--- config.mk ---
export PLATFORM = sky130hd
export DESIGN_NAME = moving_average_debounced_trigger
export DESIGN_NICKNAME = d
export VERILOG_FILES = /design/src/hdl/mavdt_pkg.sv /design/src/hdl/mavdt_window.sv /design/src/hdl/mavdt_average.sv /design/src/hdl/mavdt_debounce.sv /design/src/hdl/moving_average_debounced_trigger.sv
export SDC_FILE = /design/constraint.sdc
export NUM_CORES = 2
export LEC_CHECK = 0
export BUFFER_PORTS_ARGS = -buffer_cell sky130_fd_sc_hd__buf_2
export CORE_ASPECT_RATIO = 2
export CORE_MARGIN = 8
export CORE_UTILIZATION = 28
export CTS_CLUSTER_DIAMETER = 150
export CTS_CLUSTER_SIZE = 40
export DETAILED_ROUTE_END_ITERATION = 8
export GPL_ROUTABILITY_DRIVEN = 1
export PLACE_DENSITY_LB_ADDON = 0.1
export RECOVER_POWER = 50
export SYNTH_ARGS = -nofsm -noshare
export SYNTH_HDL_FRONTEND = slang
export SYNTH_SLANG_ARGS = --single-unit
export TNS_END_PERCENT = 30
--- constraint.sdc ---
create_clock -name clk_i -period 8.17 [get_ports clk_i]
set_clock_uncertainty 0.15 [all_clocks]
set_input_delay 1.634 -clock clk_i [delete_from_list [all_inputs] [get_ports clk_i]]
set_output_delay 1.634 -clock clk_i [all_outputs]
set_load 0.03 [all_outputs]
--- src/hdl/mavdt_pkg.sv ---
// Shared constants, types and configuration codes for the moving-average debounced trigger.
`timescale 1ns / 1ps

package mavdt_pkg;

  // Ring depth and field widths.
  localparam int unsigned WINDOW     = 100;
  localparam int unsigned SAMPLE_W   = 10;
  localparam int unsigned TIME_W     = 32;
  localparam int unsigned LEVEL_W    = 10;
  localparam int unsigned DEBOUNCE_W = 16;
  localparam int unsigned CFG_DATA_W = 16;
  localparam int unsigned CFG_IDX_W  = 2;

  localparam int unsigned SLOT_W = (WINDOW > 1) ? $clog2(WINDOW) : 1;
  localparam int unsigned SUM_W  = $clog2(WINDOW * ((1 << SAMPLE_W) - 1) + 1);

  // Division by WINDOW is a multiplication by a rounded-up reciprocal. With the
  // shift set to SUM_W plus the bit length of WINDOW the quotient is exact for
  // every sum that fits in SUM_W bits.
  localparam int unsigned RECIP_SHIFT = SUM_W + $clog2(WINDOW);
  localparam int unsigned MULT_W      = SUM_W + 1;
  localparam int unsigned PROD_W      = SUM_W + MULT_W;
  localparam logic [MULT_W-1:0] RECIP_MULT =
    MULT_W'(((64'd1 << RECIP_SHIFT) + 64'(WINDOW) - 64'd1) / 64'(WINDOW));

  // Configuration register indexes.
  typedef enum logic [CFG_IDX_W-1:0] {
    CFG_TRIGGER_LEVEL = 2'd0,
    CFG_TRIGGER_ABOVE = 2'd1,
    CFG_DEBOUNCE_MS   = 2'd2
  } cfg_idx_e;

  localparam logic [LEVEL_W-1:0]    LEVEL_RST    = '0;
  localparam logic                  ABOVE_RST    = 1'b1;
  localparam logic [DEBOUNCE_W-1:0] DEBOUNCE_RST = DEBOUNCE_W'(100);

  typedef struct packed {
    logic [LEVEL_W-1:0]    level;
    logic                  above;
    logic [DEBOUNCE_W-1:0] debounce;
  } cfg_t;

  // Item after the ring update: the new window sum and its time stamp.
  typedef struct packed {
    logic              valid;
    logic [SUM_W-1:0]  sum;
    logic [TIME_W-1:0] now;
  } sum_stage_t;

  // Item after the division: the window average and its time stamp.
  typedef struct packed {
    logic                valid;
    logic [SAMPLE_W-1:0] avg;
    logic [TIME_W-1:0]   now;
  } avg_stage_t;

endpackage

--- src/hdl/mavdt_window.sv ---
// Sample ring memory with running window sum and prefetched oldest entry.
`timescale 1ns / 1ps

module mavdt_window (
  input  logic                          clk_i,
  input  logic                          rst_ni,
  input  logic                          accept_i,
  input  logic                          advance_i,
  input  logic [mavdt_pkg::SAMPLE_W-1:0] sample_i,
  input  logic [mavdt_pkg::TIME_W-1:0]   now_i,
  output mavdt_pkg::sum_stage_t          stage_o
);

  logic [mavdt_pkg::SAMPLE_W-1:0] ring_mem [mavdt_pkg::WINDOW];
  logic [mavdt_pkg::SAMPLE_W-1:0] rd_q;
  logic [mavdt_pkg::SLOT_W-1:0]   slot_q, slot_d;
  logic                           wrapped_q, wrapped_d;
  logic [mavdt_pkg::SUM_W-1:0]    sum_q, sum_d;
  logic [mavdt_pkg::SAMPLE_W-1:0] oldest;
  logic                           last_slot;
  logic                           stage_valid_q;
  logic [mavdt_pkg::SUM_W-1:0]    stage_sum_q;
  logic [mavdt_pkg::TIME_W-1:0]   stage_now_q;

  assign last_slot = (slot_q == mavdt_pkg::SLOT_W'(mavdt_pkg::WINDOW - 1));

  // Slots are filled in order, so until the first wrap the entry about to be
  // replaced has never been written and counts as zero.
  assign oldest = wrapped_q ? rd_q : '0;

  always_comb begin
    slot_d    = slot_q;
    wrapped_d = wrapped_q;
    sum_d     = sum_q;
    if (accept_i) begin
      slot_d    = last_slot ? '0 : slot_q + mavdt_pkg::SLOT_W'(1);
      wrapped_d = wrapped_q | last_slot;
      sum_d     = sum_q - mavdt_pkg::SUM_W'(oldest) + mavdt_pkg::SUM_W'(sample_i);
    end
  end

  // The read port always looks at the slot the next item will replace.
  always_ff @(posedge clk_i) begin
    if (accept_i) begin
      ring_mem[slot_q] <= sample_i;
    end
    if (accept_i && (slot_d == slot_q)) begin
      rd_q <= sample_i;
    end else begin
      rd_q <= ring_mem[slot_d];
    end
  end

  always_ff @(posedge clk_i or negedge rst_ni) begin
    if (!rst_ni) begin
      slot_q        <= '0;
      wrapped_q     <= 1'b0;
      sum_q         <= '0;
      stage_valid_q <= 1'b0;
    end else begin
      slot_q    <= slot_d;
      wrapped_q <= wrapped_d;
      sum_q     <= sum_d;
      if (advance_i) begin
        stage_valid_q <= accept_i;
      end
    end
  end

  always_ff @(posedge clk_i) begin
    if (accept_i) begin
      stage_sum_q <= sum_d;
      stage_now_q <= now_i;
    end
  end

  // Packed in the field order of the stage type: valid, sum, time stamp.
  assign stage_o = {stage_valid_q, stage_sum_q, stage_now_q};

endmodule

--- src/hdl/mavdt_average.sv ---
// Window average stage: divides the sum by the window length via a reciprocal multiply.
`timescale 1ns / 1ps

module mavdt_average (
  input  logic                  clk_i,
  input  logic                  rst_ni,
  input  logic                  advance_i,
  input  mavdt_pkg::sum_stage_t stage_i,
  output mavdt_pkg::avg_stage_t stage_o
);

  logic [mavdt_pkg::PROD_W-1:0]   product;
  logic                           stage_valid_q;
  logic [mavdt_pkg::SAMPLE_W-1:0] stage_avg_q;
  logic [mavdt_pkg::TIME_W-1:0]   stage_now_q;

  assign product = mavdt_pkg::PROD_W'(stage_i.sum) * mavdt_pkg::PROD_W'(mavdt_pkg::RECIP_MULT);

  always_ff @(posedge clk_i or negedge rst_ni) begin
    if (!rst_ni) begin
      stage_valid_q <= 1'b0;
    end else if (advance_i) begin
      stage_valid_q <= stage_i.valid;
    end
  end

  always_ff @(posedge clk_i) begin
    if (advance_i && stage_i.valid) begin
      stage_avg_q <= product[mavdt_pkg::RECIP_SHIFT +: mavdt_pkg::SAMPLE_W];
      stage_now_q <= stage_i.now;
    end
  end

  // Packed in the field order of the stage type: valid, average, time stamp.
  assign stage_o = {stage_valid_q, stage_avg_q, stage_now_q};

endmodule

--- src/hdl/mavdt_debounce.sv ---
// Threshold compare, start-time latch and debounce decision with the result register.
`timescale 1ns / 1ps

module mavdt_debounce (
  input  logic                           clk_i,
  input  logic                           rst_ni,
  input  logic                           advance_i,
  input  mavdt_pkg::cfg_t                cfg_i,
  input  mavdt_pkg::avg_stage_t          stage_i,
  output logic                           valid_o,
  output logic [mavdt_pkg::SAMPLE_W-1:0] average_o,
  output logic                           detected_o
);

  logic                         armed_q, armed_d;
  logic [mavdt_pkg::TIME_W-1:0] start_q, start_d;
  logic [mavdt_pkg::TIME_W-1:0] elapsed;
  logic                         qualifies;
  logic                         det;
  logic                         take;
  logic                         valid_q;
  logic [mavdt_pkg::SAMPLE_W-1:0] average_q;
  logic                         detected_q;

  assign take      = advance_i && stage_i.valid;
  assign qualifies = ((stage_i.avg > cfg_i.level) == cfg_i.above);

  always_comb begin
    armed_d = armed_q;
    start_d = start_q;
    if (take) begin
      if (qualifies) begin
        armed_d = 1'b0;
        if (armed_q) begin
          start_d = stage_i.now;
        end
      end else begin
        armed_d = 1'b1;
      end
    end
  end

  // Elapsed time wraps modulo 2^32, matching the free-running time stamp.
  assign elapsed = stage_i.now - start_d;
  assign det     = qualifies && (elapsed > mavdt_pkg::TIME_W'(cfg_i.debounce));

  always_ff @(posedge clk_i or negedge rst_ni) begin
    if (!rst_ni) begin
      armed_q <= 1'b1;
      start_q <= '0;
      valid_q <= 1'b0;
    end else begin
      armed_q <= armed_d;
      start_q <= start_d;
      if (advance_i) begin
        valid_q <= stage_i.valid;
      end
    end
  end

  always_ff @(posedge clk_i) begin
    if (take) begin
      average_q  <= stage_i.avg;
      detected_q <= det;
    end
  end

  assign valid_o    = valid_q;
  assign average_o  = average_q;
  assign detected_o = detected_q;

endmodule

--- src/hdl/moving_average_debounced_trigger.sv ---
// Top level of the moving-average threshold trigger with time debounce.
`timescale 1ns / 1ps
//
//  Channel  | Signals                                    | Direction
//  ---------+--------------------------------------------+----------
//  input    | in_valid_i, in_ready_o, sample_i, now_ms_i | sink
//  result   | out_valid_o, out_ready_i, average_o,       | source
//           | detected_o                                 |
//  config   | cfg_we_i, cfg_index_i, cfg_data_i          | write only
//
// One transfer is taken every cycle while in_ready_o is high. The ring update and
// new sum are registered at the input transfer, the reciprocal multiply in the
// next stage and the debounce compare in the result register after that, which
// offers the result. The rate holds because the ring read-modify-write needs no
// extra read: the oldest ring entry is always prefetched from the memory port.
// Reset clears the sum, ring pointer, debounce state and configuration at once;
// no clearing pass is needed since unwritten ring slots are masked to zero.
// A stalled result register holds its value and back-pressure ripples up the
// three stages, so input is still taken while any stage has a free slot.

module moving_average_debounced_trigger (
  input  logic                             clk_i,
  input  logic                             rst_ni,
  // Input channel
  input  logic                             in_valid_i,
  output logic                             in_ready_o,
  input  logic [mavdt_pkg::SAMPLE_W-1:0]   sample_i,
  input  logic [mavdt_pkg::TIME_W-1:0]     now_ms_i,
  // Result channel
  output logic                             out_valid_o,
  input  logic                             out_ready_i,
  output logic [mavdt_pkg::SAMPLE_W-1:0]   average_o,
  output logic                             detected_o,
  // Configuration write port
  input  logic                             cfg_we_i,
  input  logic [mavdt_pkg::CFG_IDX_W-1:0]  cfg_index_i,
  input  logic [mavdt_pkg::CFG_DATA_W-1:0] cfg_data_i
);

  mavdt_pkg::cfg_t       cfg_q;
  mavdt_pkg::sum_stage_t sum_stage;
  mavdt_pkg::avg_stage_t avg_stage;
  logic                  out_en;
  logic                  avg_en;
  logic                  sum_en;
  logic                  accept;

  // Configuration registers. Writes to an index past the list are dropped,
  // and data bits above a register's width are ignored.
  always_ff @(posedge clk_i or negedge rst_ni) begin
    if (!rst_ni) begin
      cfg_q.level    <= mavdt_pkg::LEVEL_RST;
      cfg_q.above    <= mavdt_pkg::ABOVE_RST;
      cfg_q.debounce <= mavdt_pkg::DEBOUNCE_RST;
    end else if (cfg_we_i) begin
      unique case (mavdt_pkg::cfg_idx_e'(cfg_index_i))
        mavdt_pkg::CFG_TRIGGER_LEVEL: cfg_q.level    <= cfg_data_i[mavdt_pkg::LEVEL_W-1:0];
        mavdt_pkg::CFG_TRIGGER_ABOVE: cfg_q.above    <= cfg_data_i[0];
        mavdt_pkg::CFG_DEBOUNCE_MS:   cfg_q.debounce <= cfg_data_i[mavdt_pkg::DEBOUNCE_W-1:0];
        default: ;
      endcase
    end
  end

  // Each stage moves forward when the stage after it is empty or moving.
  assign out_en     = !out_valid_o || out_ready_i;
  assign avg_en     = !avg_stage.valid || out_en;
  assign sum_en     = !sum_stage.valid || avg_en;
  assign in_ready_o = sum_en;
  assign accept     = in_valid_i && sum_en;

  mavdt_window u_window (
    .clk_i     (clk_i),
    .rst_ni    (rst_ni),
    .accept_i  (accept),
    .advance_i (sum_en),
    .sample_i  (sample_i),
    .now_i     (now_ms_i),
    .stage_o   (sum_stage)
  );

  mavdt_average u_average (
    .clk_i     (clk_i),
    .rst_ni    (rst_ni),
    .advance_i (avg_en),
    .stage_i   (sum_stage),
    .stage_o   (avg_stage)
  );

  mavdt_debounce u_debounce (
    .clk_i      (clk_i),
    .rst_ni     (rst_ni),
    .advance_i  (out_en),
    .cfg_i      (cfg_q),
    .stage_i    (avg_stage),
    .valid_o    (out_valid_o),
    .average_o  (average_o),
    .detected_o (detected_o)
  );

endmodule

Yosys cells after proc, flatten, opt, wreduce, memory -nomap -nowiden
Memory sizes are Yosys's and may differ from the RTL's. A register that Yosys moved wholly into a read port is not among the register bits.
Cells that the tools add are included.

storage, ports and cells
  flip-flop bits (word level) = 190
  RAM bits = 1000
  input bits = 65
  output and inout bits = 13
  word-level logic and storage cells = 54
  memories kept = 1

cells by class
  $add $sub $neg = 4
  multiply operators = 1
  order comparisons = 2
  equal/unequal tests = 4
  mux-type cells = 10
  bitwise gates (word level) = 1
  reductions and logical operators = 14

memory list
  name               depth  width  read ports  clocked after memory_dff  write ports  RTL line            text
  u_window.ring_mem  100    10     1           1                         1            mavdt_window.sv:14  logic [mavdt_pkg::SAMPLE_W-1:0] ring_mem [mavdt_pkg::WINDOW];

operators by type and width
  cell                      count
  $mux W32                  3
  $mul A17 B18 Y34 const B  1
  $gt A32 B16 Y1            1
  $sub A32 B32 Y32          1
  $add A17 B10 Y17          1
  $mux W17                  1
  $sub A17 B10 Y17          1
  $mux W7                   2
  $gt A10 B10 Y1            1
  $mux W10                  1
  $add A7 B1 Y7 const B     1
  $eq A7 B7 Y1 const B      1
  $reduce_and A2 Y1         3
  $logic_and A1 B1 Y1       4
  $logic_not A1 Y1          3
  $logic_or A1 B1 Y1        3
  $mux W1                   3
  $eq A2 B1 Y1 const B      1
  $eq A2 B2 Y1 const B      1
  $logic_not A2 Y1          1
  $eq A1 B1 Y1              1
  $or A1 B1 Y1              1

Longest topological paths before layout
  depth after elaboration = 7
  mapped depth = 39
  depth with buffers taken out = 37

Modules after synthesis
A second synthesis with hierarchy kept.

unflattened totals
  cell total of the unflattened synthesis = 4252
  area total of the unflattened synthesis = 55593.3 um^2

by module, submodules not included
  module                            times used  cells each  area each (um^2)  sequential area each (um^2)
  mavdt_window                      1           2919        42811.1           32351.0
  mavdt_average                     1           609         6729.0            1286.2
  mavdt_debounce                    1           661         4943.5            1182.4
  moving_average_debounced_trigger  1           63          1109.8            680.7

Least setup slack after synthesis
Ideal clock, no wire load.

  path kind = input to register
  start = input port out_ready_i
  end = register u_debounce.detected_q, in the netlist u_debounce.detected_o, data pin
  library setup time = 265 ps
  data arrival time = 7508 ps
  data required time = 7755 ps
  path slack = 247 ps
  stages on the path = 35
  path buffers = 3
  path through = nand2b_1 -> nand4_1 -> nor3_1 -> or2_1 -> clkbuf_1 -> clkbuf_1 -> clkbuf_1 -> mux2i_1 -> inv_1 -> fa_1 -> nor2b_4 -> o31a_1 -> o41a_1 -> maj3_2 -> a31oi_1 -> nand2_1 -> a31o_1 -> a31oi_4 -> a21oi_1 -> nand2_1 -> nand2_1 -> a21oi_1 -> xnor2_1 -> ha_1 -> nand4_1 -> nor3_1 -> nand4_1 -> nor3_1 -> a31oi_1 -> nor4_1 -> o2111ai_1 -> nor3_1 -> nand4_1 -> nor4_1 -> a31oi_1

on the way
  longest elaborated chain between the ends = 6

ends and longest elaborated chain
  what                                    RTL line                                text
  start: declaration                      moving_average_debounced_trigger.sv:31  input logic out_ready_i,
  $logic_or A1 B1 Y1                      moving_average_debounced_trigger.sv:66  assign out_en = !out_valid_o || out_ready_i;
  $logic_and A1 B1 Y1                     mavdt_debounce.sv:25                    assign take = advance_i && stage_i.valid;
  $mux W32                                mavdt_debounce.sv:31                    if (take) begin
  named net u_debounce.start_d (one bit)  mavdt_debounce.sv:16                    logic [mavdt_pkg::TIME_W-1:0] start_q, start_d;
  $sub A32 B32 Y32                        mavdt_debounce.sv:44                    assign elapsed = stage_i.now - start_d;
  $gt A32 B16 Y1                          mavdt_debounce.sv:45                    assign det = qualifies && (elapsed > mavdt_pkg::TIME_W'(cfg_i.debounce));
  $logic_and A1 B1 Y1                     mavdt_debounce.sv:45
  named net u_debounce.det                mavdt_debounce.sv:19                    logic det;
  end signal: assignment                  mavdt_debounce.sv:64                    detected_q <= det;
  end: declaration                        mavdt_debounce.sv:23                    logic detected_q;

The timed path passes the listed nets, and every way through them passes these cells.
A chain may end at the register's enable or synchronous reset.

Final worst setup path
  start = register u_average.stage_avg_q[3] in the netlist's numbering
  end = register u_debounce.detected_q, in the netlist u_debounce.detected_o, data pin

on the way
  longest elaborated chain between the ends = 7

ends and longest elaborated chain
  what                                    RTL line              text
  start: declaration                      mavdt_average.sv:14   logic [mavdt_pkg::SAMPLE_W-1:0] stage_avg_q;
  start signal: assignment                mavdt_average.sv:29   stage_avg_q <= product[mavdt_pkg::RECIP_SHIFT +: mavdt_pkg::SAMPLE_W];
  $gt A10 B10 Y1                          mavdt_debounce.sv:26  assign qualifies = ((stage_i.avg > cfg_i.level) == cfg_i.above);
  $eq A1 B1 Y1                            mavdt_debounce.sv:26
  $mux W32                                mavdt_debounce.sv:32  if (qualifies) begin
  $mux W32                                mavdt_debounce.sv:31
  named net u_debounce.start_d (one bit)  mavdt_debounce.sv:16
  $sub A32 B32 Y32                        mavdt_debounce.sv:44
  $gt A32 B16 Y1                          mavdt_debounce.sv:45
  $logic_and A1 B1 Y1                     mavdt_debounce.sv:45
  named net u_debounce.det                mavdt_debounce.sv:19

The timed path passes the listed nets, and every way through them passes these cells.

==> summary.txt <==
Largest fanout on the critical path -> 4
Top Ports -> 78
Global Route Usage Sum -> 0.149
Total overflow reported by the global router -> 0
Die X-Extent -> 327 um
Class of the most critical setup path -> reg2reg
Share of synthesized registers carrying an async set or reset -> 0.0733
Count of mapped cells out of synthesis -> 3341
Maximum number of pins on one net before global-route repair -> 73
Worst-case clock buffer depth -> 3
Initial antenna violation count -> 5
Latest clock arrival within the worst-skew pair -> 0.67 ns
Proportion of netlist area held by the largest area contributor -> 0.611
Net count after synthesis -> 3736
CTS tree -> done
Area of combinational cells with multiple inputs -> 17100 um2
Sequential cell area in the final layout -> 35500 um2
Nature of the critical path startpoint -> register
Via total after detailed routing -> 28.0k
Clock input transition at the sequential cells of the worst setup and hold paths -> 0.16 ns
Detailed-routing iteration count for the pre-antenna-repair pass -> 7
Worst slew margin relative to its limit -> -1.48
Crit path max-delay cell type -> sky130_fd_sc_hd__a2111o_1
Post-synthesis sequential element count -> 1200
Category of the worst setup path capture point -> register
Required time at the endpoint of the critical path -> 8.46 ns
Arrival time of data at the critical path endpoint -> 7.76 ns
Core area -> 193000 um2
Synthesized area -> 54200 um2
Number of global-route vias before repair -> 31.1k
Buf+Inv Stages, Crit Path -> 1
Setup Total Neg Slack -> 0 ns
Standard-cell rows -> 228
Longest individual stage delay on the worst path -> 0.55 ns
Wire per inst -> 26.3 um
Port Buf Inserts -> 77
Area contributors post-synth -> sky130_fd_sc_hd__edfxtp_1 61%, sky130_fd_sc_hd__mux4_2 10%, sky130_fd_sc_hd__ha_1 4.9%
Maximum level of the CTS H-tree -> 2
Nets -> 3853
Kind of cell adding the most delay to the critical path -> compound AO/OA/AOI/OAI gates
Ys Warns -> 0
Number of filler cells placed in the layout -> 19.1k
Failing checks -> capacitance limit, slew limit
Slew at the pin closest to its max-slew limit -> 3.72 ns
Layout overhead on the synthesized area -> 9.76%
Max Freq -> 134 MHz
Die ar. -> 209000 um2
Hold WS -> 0.289 ns
Final routed wirelength across all metal layers -> 158 mm
Share of layout cells above drive strength 1 -> 0.154
Clock root buffer -> sky130_fd_sc_hd__clkbuf_16
Starting DRC count in detailed routing -> 1528
Clk sinks -> 1200
Routability congestion estimate from global placement -> 0.804
Fin crit share -> 0.915
Setup-violating endpoint count in the final report -> 0
Mean cell area of the mapped netlist -> 16.2 um2
DPL Wire Length -> 112 mm
Final hold violation count -> 0
DRC Markers -> 0
Num CTS Buffers -> 36
Min-Delay Path Class -> reg2reg
Most instantiated flip-flop cell in the synthesis netlist -> sky130_fd_sc_hd__edfxtp_1
Drt via density -> 4.66
Count of flip-flops with a built-in enable after synthesis -> 1102
Distinct cells, synth -> 77
Number of max-cap violations -> 17
Global-route wire length before repair -> 226 mm
Outcome -> finished with violations
Unrepaired setup endpoints after global routing -> false
Sequential element share of the synthesized area -> 0.655
Pins over their slew limit -> 800
Remaining number of nets flagged by the antenna check after routing -> 0
Initial core utilization -> 0.281
Shortest clock period the worst path allows after layout -> 7.47 ns
Die Y -> 638 um
Post-synth top area cell -> sky130_fd_sc_hd__edfxtp_1
[registers in the layout (all words and copies together), names as in the netlist, 17 cells and up]
signal and flops:
u_window.ring_mem 1000, u_window.sum_q 17, u_window.stage_sum_q 17, u_average.stage_now_q 32
cfg_q 27, u_debounce.start_q 32, u_window.stage_now_q 32
[through the flow]
step	utilization	std cells	setup slack (ns)	cell area, um2
6_report	0.309	6013	0.697	59500
5_1_grt	0.309	6011	0.00218	59500
3_5_place_dp	0.304	5950	0.0574	58500
2_1_floorplan	-	3341	0.247	54200
3_3_place_gp	0.304	5950	0.177	58500
4_1_cts	0.309	6009	0.413	59600
[synthesized netlist by cell type, types with 27 or more instances]
master and instances:
sky130_fd_sc_hd__nand2_1 278, sky130_fd_sc_hd__xnor2_1 28, sky130_fd_sc_hd__dfrtp_1 83, sky130_fd_sc_hd__clkbuf_1 100
sky130_fd_sc_hd__and2_1 77, sky130_fd_sc_hd__o21ai_0 42, sky130_fd_sc_hd__inv_1 302, sky130_fd_sc_hd__a311oi_1 41
sky130_fd_sc_hd__a21o_1 32, sky130_fd_sc_hd__o21ai_1 29, sky130_fd_sc_hd__nand3_1 27, sky130_fd_sc_hd__mux4_2 250
sky130_fd_sc_hd__fa_1 119, sky130_fd_sc_hd__a211oi_1 67, sky130_fd_sc_hd__a31oi_1 32, sky130_fd_sc_hd__ha_1 211
sky130_fd_sc_hd__a21oi_1 82, sky130_fd_sc_hd__nor2_1 152, sky130_fd_sc_hd__edfxtp_1 1102
[timing repair]
| item | CTS | global route |
|---|---|---|
| hold buffers | 0 | 0 |
| setup buffers | 0 | 0 |
| endpoints found under the setup margin | 0 | 1 |
| gates resized for setup | 0 | 3 |
[cell usage in the layout, fill, tap and decap left out, drive strengths merged, types with 19 or more instances in the layout]
cell type	n
and2	77
o21ai	72
a211oi	67
dfrtp	83
a21o	32
xor2	19
fa	119
mux4	250
nand3	27
edfxtp	1102
nand2	279
mux2	19
nor3	22
ha	211
inv	307
a311oi	41
a31oi	33
xnor2	28
buf	191
a21oi	83
clkbuf	83
nor2	152
[per-layer routing]
layer  up-vias  global-route usage  share of wire
met2       287               0.320           0.61
met4         0              0.0482          0.037
li1      12800                   -              -
met3       136             0.00993          0.016
met1     14800               0.144           0.33
met5         -                   0              0
[layout make-up]
type / instances / area share
Tap cell: 2530 / 0.0532
Timing Repair Buffer: 219 / 0.0254
Sequential cell: 1200 / 0.597
Antenna cell: 4 / 0.000168
Multi-Input combinational cell: 1694 / 0.287
Clock inverter: 4 / 0.00130
Clock buffer: 55 / 0.0167
Inverter: 307 / 0.0194
[worst register-to-register path, delay by kind of cell, from the launching register on]
| kind | cells | cell delay (ns) |
|---|---|---|
| XOR/XNOR | 1 | 0.10 |
| AO/OA/AOI/OAI | 15 | 3.18 |
| adder cells (fa/ha/maj) | 5 | 1.44 |
| flip-flops | 1 | 0.42 |
| buffers and inverters | 1 | 0.14 |
| AND/OR/NAND/NOR | 13 | 1.85 |
[logic make-up after synthesis]
logic type               synth area share
buffers and inverters              0.0317
AND/OR/NAND/NOR                    0.0541
AO/OA/AOI/OAI                      0.0491
XOR/XNOR                          0.00759
flip-flops                          0.655
adder cells (fa/ha/maj)            0.0934
multiplexers                        0.109
[worst paths after layout]
path,from,end,slack (ns),cells after the start
worst max-delay path,u_average.stage_avg_q[3],u_debounce.detected_o,0.70,35
worst min-delay path,u_window.stage_now_q[11],u_average.stage_now_q[11],0.29,0
worst max register to register,u_average.stage_avg_q[3],u_debounce.detected_o,0.70,35
worst min register to register,u_window.stage_now_q[11],u_average.stage_now_q[11],0.29,0
max in group asynchronous,rst_ni,cfg_q[20],2.10,2
min in group asynchronous,rst_ni,u_debounce.start_q[16],1.50,1
Power is left out: the tool's default activity adds up to more than one toggle a clock period on the data nets, which glitch-free logic cannot reach.
